### src/design/sis_pkg.sv
// shared types and constants for the substring index search block
package sis_pkg;

    localparam int MAX_PATTERN_DEF = 64;
    localparam int MAX_TEXT_DEF    = 4096;

    localparam logic [1:0] OP_CLEAR   = 2'd0;
    localparam logic [1:0] OP_PATTERN = 2'd1;
    localparam logic [1:0] OP_TEXT    = 2'd2;
    localparam logic [1:0] OP_FINISH  = 2'd3;

    typedef struct packed {
        logic shift_text;
        logic shift_pat;
    } t_cell_ctl;

endpackage

### src/design/sis_cell.sv
// one window cell: a text char and the pattern char aligned with it
module sis_cell import sis_pkg::*; #(
    parameter int IDX = 0,
    parameter int LW  = 7
) (
    input  logic            i_clk,
    input  t_cell_ctl       i_ctl,
    input  logic [LW-1:0]   i_len,
    input  logic [7:0]      i_text,
    input  logic [7:0]      i_pat,
    output logic [7:0]      o_text,
    output logic [7:0]      o_pat,
    output logic            o_ok
);

    logic [7:0] r_text;
    logic [7:0] r_pat;
    logic       active;

    always_ff @(posedge i_clk) begin
        if (i_ctl.shift_text) begin
            r_text <= i_text;
        end
        if (i_ctl.shift_pat) begin
            r_pat <= i_pat;
        end
    end

    // cells at or beyond the pattern length take no part in the compare
    assign active = (LW'(IDX) < i_len);
    assign o_ok   = !active || (r_text == r_pat);
    assign o_text = r_text;
    assign o_pat  = r_pat;

endmodule

### src/design/substring_index_search.sv
// Streaming substring search (INDEX): a row of window cells and the match bookkeeping.
// One input channel (i_in_valid / o_in_ready) carries opcode, ch and backward.
// Opcodes: clear starts a new search, pattern appends one pattern char, text
// streams one text char, finish reports one result on the output channel
// (o_out_valid / i_out_ready) as position and overflow.
// A new beat is accepted in every cycle while the
// output register is empty or being drained in the same cycle.
// Each cell holds one text char and the pattern char aligned with it; text
// chars shift one cell per text beat and pattern chars one cell per pattern beat. The window is compared in the cycle
// after a text beat, and that match is forwarded to a finish in that cycle.
// A finish result shows on the output in the cycle after its beat.
// Position is the 1-based first (forward) or last (backward) match start, 0
// if none; an empty pattern gives 1 forward and text length + 1 backward.
// Chars beyond MAX_PATTERN or MAX_TEXT are dropped and set overflow.
// Reset (synchronous, active low) empties the search and the output register;
// no clearing pass is needed. A stalled receiver holds the result stable and,
// once the output register is full, holds off further input beats.
module substring_index_search import sis_pkg::*; #(
    parameter int MAX_PATTERN = MAX_PATTERN_DEF,
    parameter int MAX_TEXT    = MAX_TEXT_DEF,
    parameter int PW          = $clog2(MAX_TEXT + 2)
) (
    input  logic          i_clk,
    input  logic          i_rst_n,
    input  logic          i_in_valid,
    output logic          o_in_ready,
    input  logic [1:0]    i_opcode,
    input  logic [7:0]    i_ch,
    input  logic          i_backward,
    output logic          o_out_valid,
    input  logic          i_out_ready,
    output logic [PW-1:0] o_position,
    output logic          o_overflow
);

    localparam int LW = $clog2(MAX_PATTERN + 1);
    localparam int MW = (PW > LW) ? PW : LW;

    logic [LW-1:0] r_len,   n_len;
    logic [PW-1:0] r_count, n_count;
    logic [PW-1:0] r_first, n_first;
    logic [PW-1:0] r_last,  n_last;
    logic          r_ovf,   n_ovf;
    logic          r_chk,   n_chk;
    logic          r_out_valid, n_out_valid;
    logic [PW-1:0] r_pos,   n_pos;
    logic          r_out_ovf, n_out_ovf;

    logic          beat;
    logic          pat_full;
    logic          text_full;
    t_cell_ctl     ctl;
    logic [7:0]    w_text [MAX_PATTERN];
    logic [7:0]    w_pat  [MAX_PATTERN];
    logic [MAX_PATTERN-1:0] w_ok;
    logic [MW-1:0] count_ext;
    logic [MW-1:0] len_ext;
    logic          hit;
    logic [PW-1:0] start;
    logic [PW-1:0] eff_first;
    logic [PW-1:0] eff_last;

    assign o_in_ready = !r_out_valid || i_out_ready;
    assign beat       = i_in_valid && o_in_ready;
    assign pat_full   = (r_len == LW'(MAX_PATTERN));
    assign text_full  = (r_count >= PW'(MAX_TEXT));

    assign ctl.shift_text = beat && (i_opcode == OP_TEXT) && !text_full;
    assign ctl.shift_pat  = beat && (i_opcode == OP_PATTERN) && !pat_full;

    genvar k;
    generate
        for (k = 0; k < MAX_PATTERN; k++) begin : g_cell
            logic [7:0] text_in;
            logic [7:0] pat_in;
            if (k == 0) begin : g_head
                assign text_in = i_ch;
                assign pat_in  = i_ch;
            end else begin : g_link
                assign text_in = w_text[k-1];
                assign pat_in  = w_pat[k-1];
            end
            sis_cell #(
                .IDX (k),
                .LW  (LW)
            ) u_cell (
                .i_clk  (i_clk),
                .i_ctl  (ctl),
                .i_len  (r_len),
                .i_text (text_in),
                .i_pat  (pat_in),
                .o_text (w_text[k]),
                .o_pat  (w_pat[k]),
                .o_ok   (w_ok[k])
            );
        end
    endgenerate

    // compare of the window left by the previous text beat
    assign count_ext = MW'(r_count);
    assign len_ext   = MW'(r_len);
    assign hit       = r_chk && (r_len != '0) && (count_ext >= len_ext) && (&w_ok);
    assign start     = PW'(count_ext - len_ext + MW'(1));
    assign eff_first = (hit && (r_first == '0)) ? start : r_first;
    assign eff_last  = hit ? start : r_last;

    always_comb begin
        n_len       = r_len;
        n_count     = r_count;
        n_first     = eff_first;
        n_last      = eff_last;
        n_ovf       = r_ovf;
        n_chk       = 1'b0;
        n_out_valid = r_out_valid && !i_out_ready;
        n_pos       = r_pos;
        n_out_ovf   = r_out_ovf;
        if (beat) begin
            case (i_opcode)
                OP_CLEAR: begin
                    n_len   = '0;
                    n_count = '0;
                    n_first = '0;
                    n_last  = '0;
                    n_ovf   = 1'b0;
                end
                OP_PATTERN: begin
                    if (pat_full) begin
                        n_ovf = 1'b1;
                    end else begin
                        n_len = r_len + LW'(1);
                    end
                end
                OP_TEXT: begin
                    if (text_full) begin
                        n_ovf = 1'b1;
                    end else begin
                        n_count = r_count + PW'(1);
                        n_chk   = 1'b1;
                    end
                end
                OP_FINISH: begin
                    n_out_valid = 1'b1;
                    n_out_ovf   = r_ovf;
                    if (r_len == '0) begin
                        n_pos = i_backward ? (r_count + PW'(1)) : PW'(1);
                    end else if (count_ext < len_ext) begin
                        n_pos = '0;
                    end else begin
                        n_pos = i_backward ? eff_last : eff_first;
                    end
                end
                default: begin
                    n_len = r_len;
                end
            endcase
        end
    end

    always_ff @(posedge i_clk) begin
        if (!i_rst_n) begin
            r_len       <= '0;
            r_count     <= '0;
            r_first     <= '0;
            r_last      <= '0;
            r_ovf       <= 1'b0;
            r_chk       <= 1'b0;
            r_out_valid <= 1'b0;
        end else begin
            r_len       <= n_len;
            r_count     <= n_count;
            r_first     <= n_first;
            r_last      <= n_last;
            r_ovf       <= n_ovf;
            r_chk       <= n_chk;
            r_out_valid <= n_out_valid;
        end
    end

    always_ff @(posedge i_clk) begin
        r_pos     <= n_pos;
        r_out_ovf <= n_out_ovf;
    end

    assign o_out_valid = r_out_valid;
    assign o_position  = r_pos;
    assign o_overflow  = r_out_ovf;

endmodule

### config.mk
export PLATFORM = sky130hd
export DESIGN_NAME = substring_index_search
export DESIGN_NICKNAME = d
export VERILOG_FILES = /design/src/design/sis_pkg.sv /design/src/design/sis_cell.sv /design/src/design/substring_index_search.sv
export SDC_FILE = /design/constraint.sdc
export NUM_CORES = 1
export LEC_CHECK = 0
export ABC_AREA = 1
export BUFFER_PORTS_ARGS = -buffer_cell sky130_fd_sc_hd__buf_4
export CAP_MARGIN = 20
export CORE_MARGIN = 2
export CORE_UTILIZATION = 53
export DETAILED_ROUTE_END_ITERATION = 16
export PLACE_DENSITY = 0.69
export SYNTH_ARGS = -nofsm -noshare
export SYNTH_HDL_FRONTEND = slang
export SYNTH_SLANG_ARGS = --single-unit
### constraint.sdc
create_clock -name i_clk -period 21.8 [get_ports i_clk]
set_clock_uncertainty 0.05 [all_clocks]
set_input_delay 3.27 -clock i_clk [delete_from_list [all_inputs] [get_ports i_clk]]
set_output_delay 3.27 -clock i_clk [all_outputs]
set_load 0.05 [all_outputs]
==> impl_metrics.yaml <==
floorplan:
  ioPinCount: 31
  fp-row-count: 103
  start_util_pct: 53.51
  die_y_um: 286.4
  core_area_sq_um: 79000
  die_area_sq_um: 82040
  fp.dieW_um: 286.4
global_route:
  grt_max_degree: 149
  gr-total-overflow: 0
  grt_pass1_wl_mm: 118.8
  antenna_found_initial: 0
  grt_pass1_vias: 21940
  grt_usage_pct: 18.49
setup_path:
  cp_max_fo: 3
  worst-path-buf-inv: 3
  worst_path_max_delay_cell: "buf_4"
  r2r-start: "r_len[2]"
  worst_setup_path_end_kind: "output port"
  crit_path_max_incr_delay_ns: 0.19
  rr_worst_depth: 9
  crit_chain: "buf_4 -> inv_1 -> nand2_1 -> buf_4"
  criticalPathCategory: "primary input to output port"
  worstPathRequired_ns: 18.48
  r2r-end: "g_cell[59].u_cell.o_pat[5]"
  cp_data_arrival_time_ns: 3.67
  crit_top_cell: "buf_4"
  cp-start-kind: "primary input"
  ff2ff_setup_slack_ns: 17.07
  critPathTopFamily: "buffers and inverters"
logic_synthesis:
  synth_top_family_by_area: "XOR/XNOR gates"
  synthDistinctLibCells: 41
  synth-compound-area-share_pct: 1.563
  synth_adder_area_share_pct: 1.326
  synth_edf_count: 1038
  synth_xor_area_share_pct: 9.904
  post-synth-top-area-cell: "edfxtp_1"
  ys_warn_count: 0
  async_flop_share_pct: 0
  ys_seq_elements: 1087
  yosysSeqAreaShare_pct: 76.06
  syn-num-nets: 2951
  synth-simple-area-share_pct: 9.196
  syn-cell-area_sq_um: 42270
  synth.area.top_cells: "edfxtp_1 74%, xnor2_1 9.5%, nand2_1 5.7%, dfxtp_1 2.3%, inv_1 1.6%"
  synthFlopType: "edfxtp_1"
  netlist.area_leader.share_pct: 73.73
  syn_inst: 2893
  avgSynthCellArea_sq_um: 14.61
  synthMuxAreaShare_pct: 0
place:
  place_area_sq_um: 43820
  port_buffers: 30
  hpwl_mm: 48.77
  dpl.cell_count: 3966
  gp_congestion: 0.8949
clock_network:
  post_cts_buffers: 0
  cts_max_level: 3
  numCtsBuffers: 105
  cts_sinks: 1087
  tritoncts: "built"
  clk_pin_slew_ns: 0.06
  hold_buffers: 0
  clock_path_buffers: 3
  postCtsResizedCells: 0
  clock_latency_ns: 0.67
  cts_root_buf: "clkbuf_16"
outcome:
  status: "complete, no violations"
layout:
  area_growth_pct: 11.90
  antenna_cells: 0
  fin_area_sq_um: 47300
  drive_above_1_share_pct: 6.877
  layout.nets: 3084
  final_cells: 4162
sta:
  whs_ns: 0.4007
  setup_violations: 0
  fin_crit_sh_pct: 32.08
  max_slew_margin_pct: 28.30
  period_needed_ns: 6.993
  worst_pin_slew_ns: 1.075
  finalHoldViolations: 0
  finalMaxSlewViolations: 0
  fin_setup_tns_ns: 0
  rsz0062_at_grt: "no"
  max_freq_mhz: 143.0
route:
  wl_mm: 75.19
  post_drt_wl_per_cell_um: 18.07
  drtPass1Iterations: 7
  num_vias: 21550
  drtIter0Drc: 1942
  ant_nets: 0
  viasPerCell: 5.178
  drc: 0
worst_hold_path:
  hp-start: "g_cell[59].u_cell.o_text[3]"
  hold_depth: 0
  min_to: "g_cell[60].u_cell.o_text[3]"
  hp-class: "flop to flop"
pwr:
  ir_drop_uv: 73.90
  p_leak_uw: 0.01627
  power_density_nw_per_um2: 90.94
flow_run:
  cap_violations: 0
==> metal layers <==
layer	part of all wire [%]	routed length [um]	global-route usage, %	vias to the layer above
li1	-	-	-	10220
met1	42	31620	24.71	10630
met4	2.6	1991	5.615	0
met3	5.5	4156	3.521	137
met5	0	0	0	-
met2	50	37430	30.95	567
==> area by class of cell <==
class	instances	area, sq um
Timing Repair Buffer	48	400.4
Inverter	188	714.4
Sequential cell	1087	32150
Fill cell	5819	31700
Tap cell	1050	1314
Multi-Input combinational cell	1596	9303
Clock buffer	141	2784
Clock inverter	52	635.6
==> state kept, by name, summed over array words and instances (netlist names) <==
name	count
o_out_valid	1
count_ext	13
r_chk	1
g_cell.u_cell.o_pat	512
g_cell.u_cell.o_text	512
r_ovf	1
r_first	13
o_position	13
o_overflow	1
r_len	7
r_last	13
==> through the flow <==
stage	setup WS [ns]	power (uW)	utilization (%)
after floorplan	2.634	2536	-
after global placement	14.17	2542	55.46
after detailed placement	14.02	2547	55.47
after CTS	14.74	4343	59.80
after global routing	14.48	4440	59.88
final	14.81	4302	59.88
==> where the power goes <==
part / internal, uW / switching, uW / leakage (uW)
Combinational: 46.6 / 85.5 / 0.00471
Sequential: 2340 / 35.3 / 0.00992
Clock: 1040 / 757 / 0.00164
==> synthesized netlist by cell type, types with 5 or more instances <==
cell	count
nand2_1	642
ha_1	40
o21ai_0	20
xnor2_1	457
nand3_1	70
o21ai_1	12
nor2_4	6
clkbuf_1	8
nand2_2	5
nor3_1	13
buf_4	6
edfxtp_1	1038
nand4_1	29
dfxtp_1	49
a211oi_1	5
a21oi_1	79
nor2_1	170
xor2_1	21
inv_1	182
buf_2	6
==> how the worst max path moves through the flow <==
stage	start	slack, ns	end	cells after the start
after floorplan	i_out_ready	2.63	g_cell[0].u_cell.o_text[0]	5
after global placement	i_opcode[0]	14.17	g_cell[19].u_cell.o_text[4]	10
after detailed placement	i_opcode[0]	14.02	g_cell[18].u_cell.o_text[7]	10
after CTS	i_opcode[0]	14.74	g_cell[17].u_cell.o_text[7]	10
after global routing	i_opcode[0]	14.48	g_cell[18].u_cell.o_text[7]	10
final	i_out_ready	14.81	o_in_ready	4
==> cell families (layout without fill, tap and decap cells) <==
group	after synthesis	count (layout)
xor+xnor	478	478
buf+inv	210	429
compound gates	124	124
fa+ha+maj	43	43
simple gates	951	951
flops	1087	1087
==> cells in the final DEF (no fill, tap or decap), drive strengths merged, types with 21 or more instances in the layout <==
| cell | Yosys | final |
|---|---|---|
| xnor2 | 457 | 457 |
| nor2 | 180 | 180 |
| nand4 | 29 | 29 |
| nand3 | 71 | 71 |
| o21ai | 33 | 33 |
| xor2 | 21 | 21 |
| a21oi | 80 | 80 |
| buf | 14 | 48 |
| nand2 | 647 | 647 |
| inv | 185 | 187 |
| ha | 40 | 40 |
| edfxtp | 1038 | 1038 |
| dfxtp | 49 | 49 |
| clkbuf | 8 | 141 |
| clkinv | 3 | 38 |
Note: power is estimated with default switching activity, not from simulation.
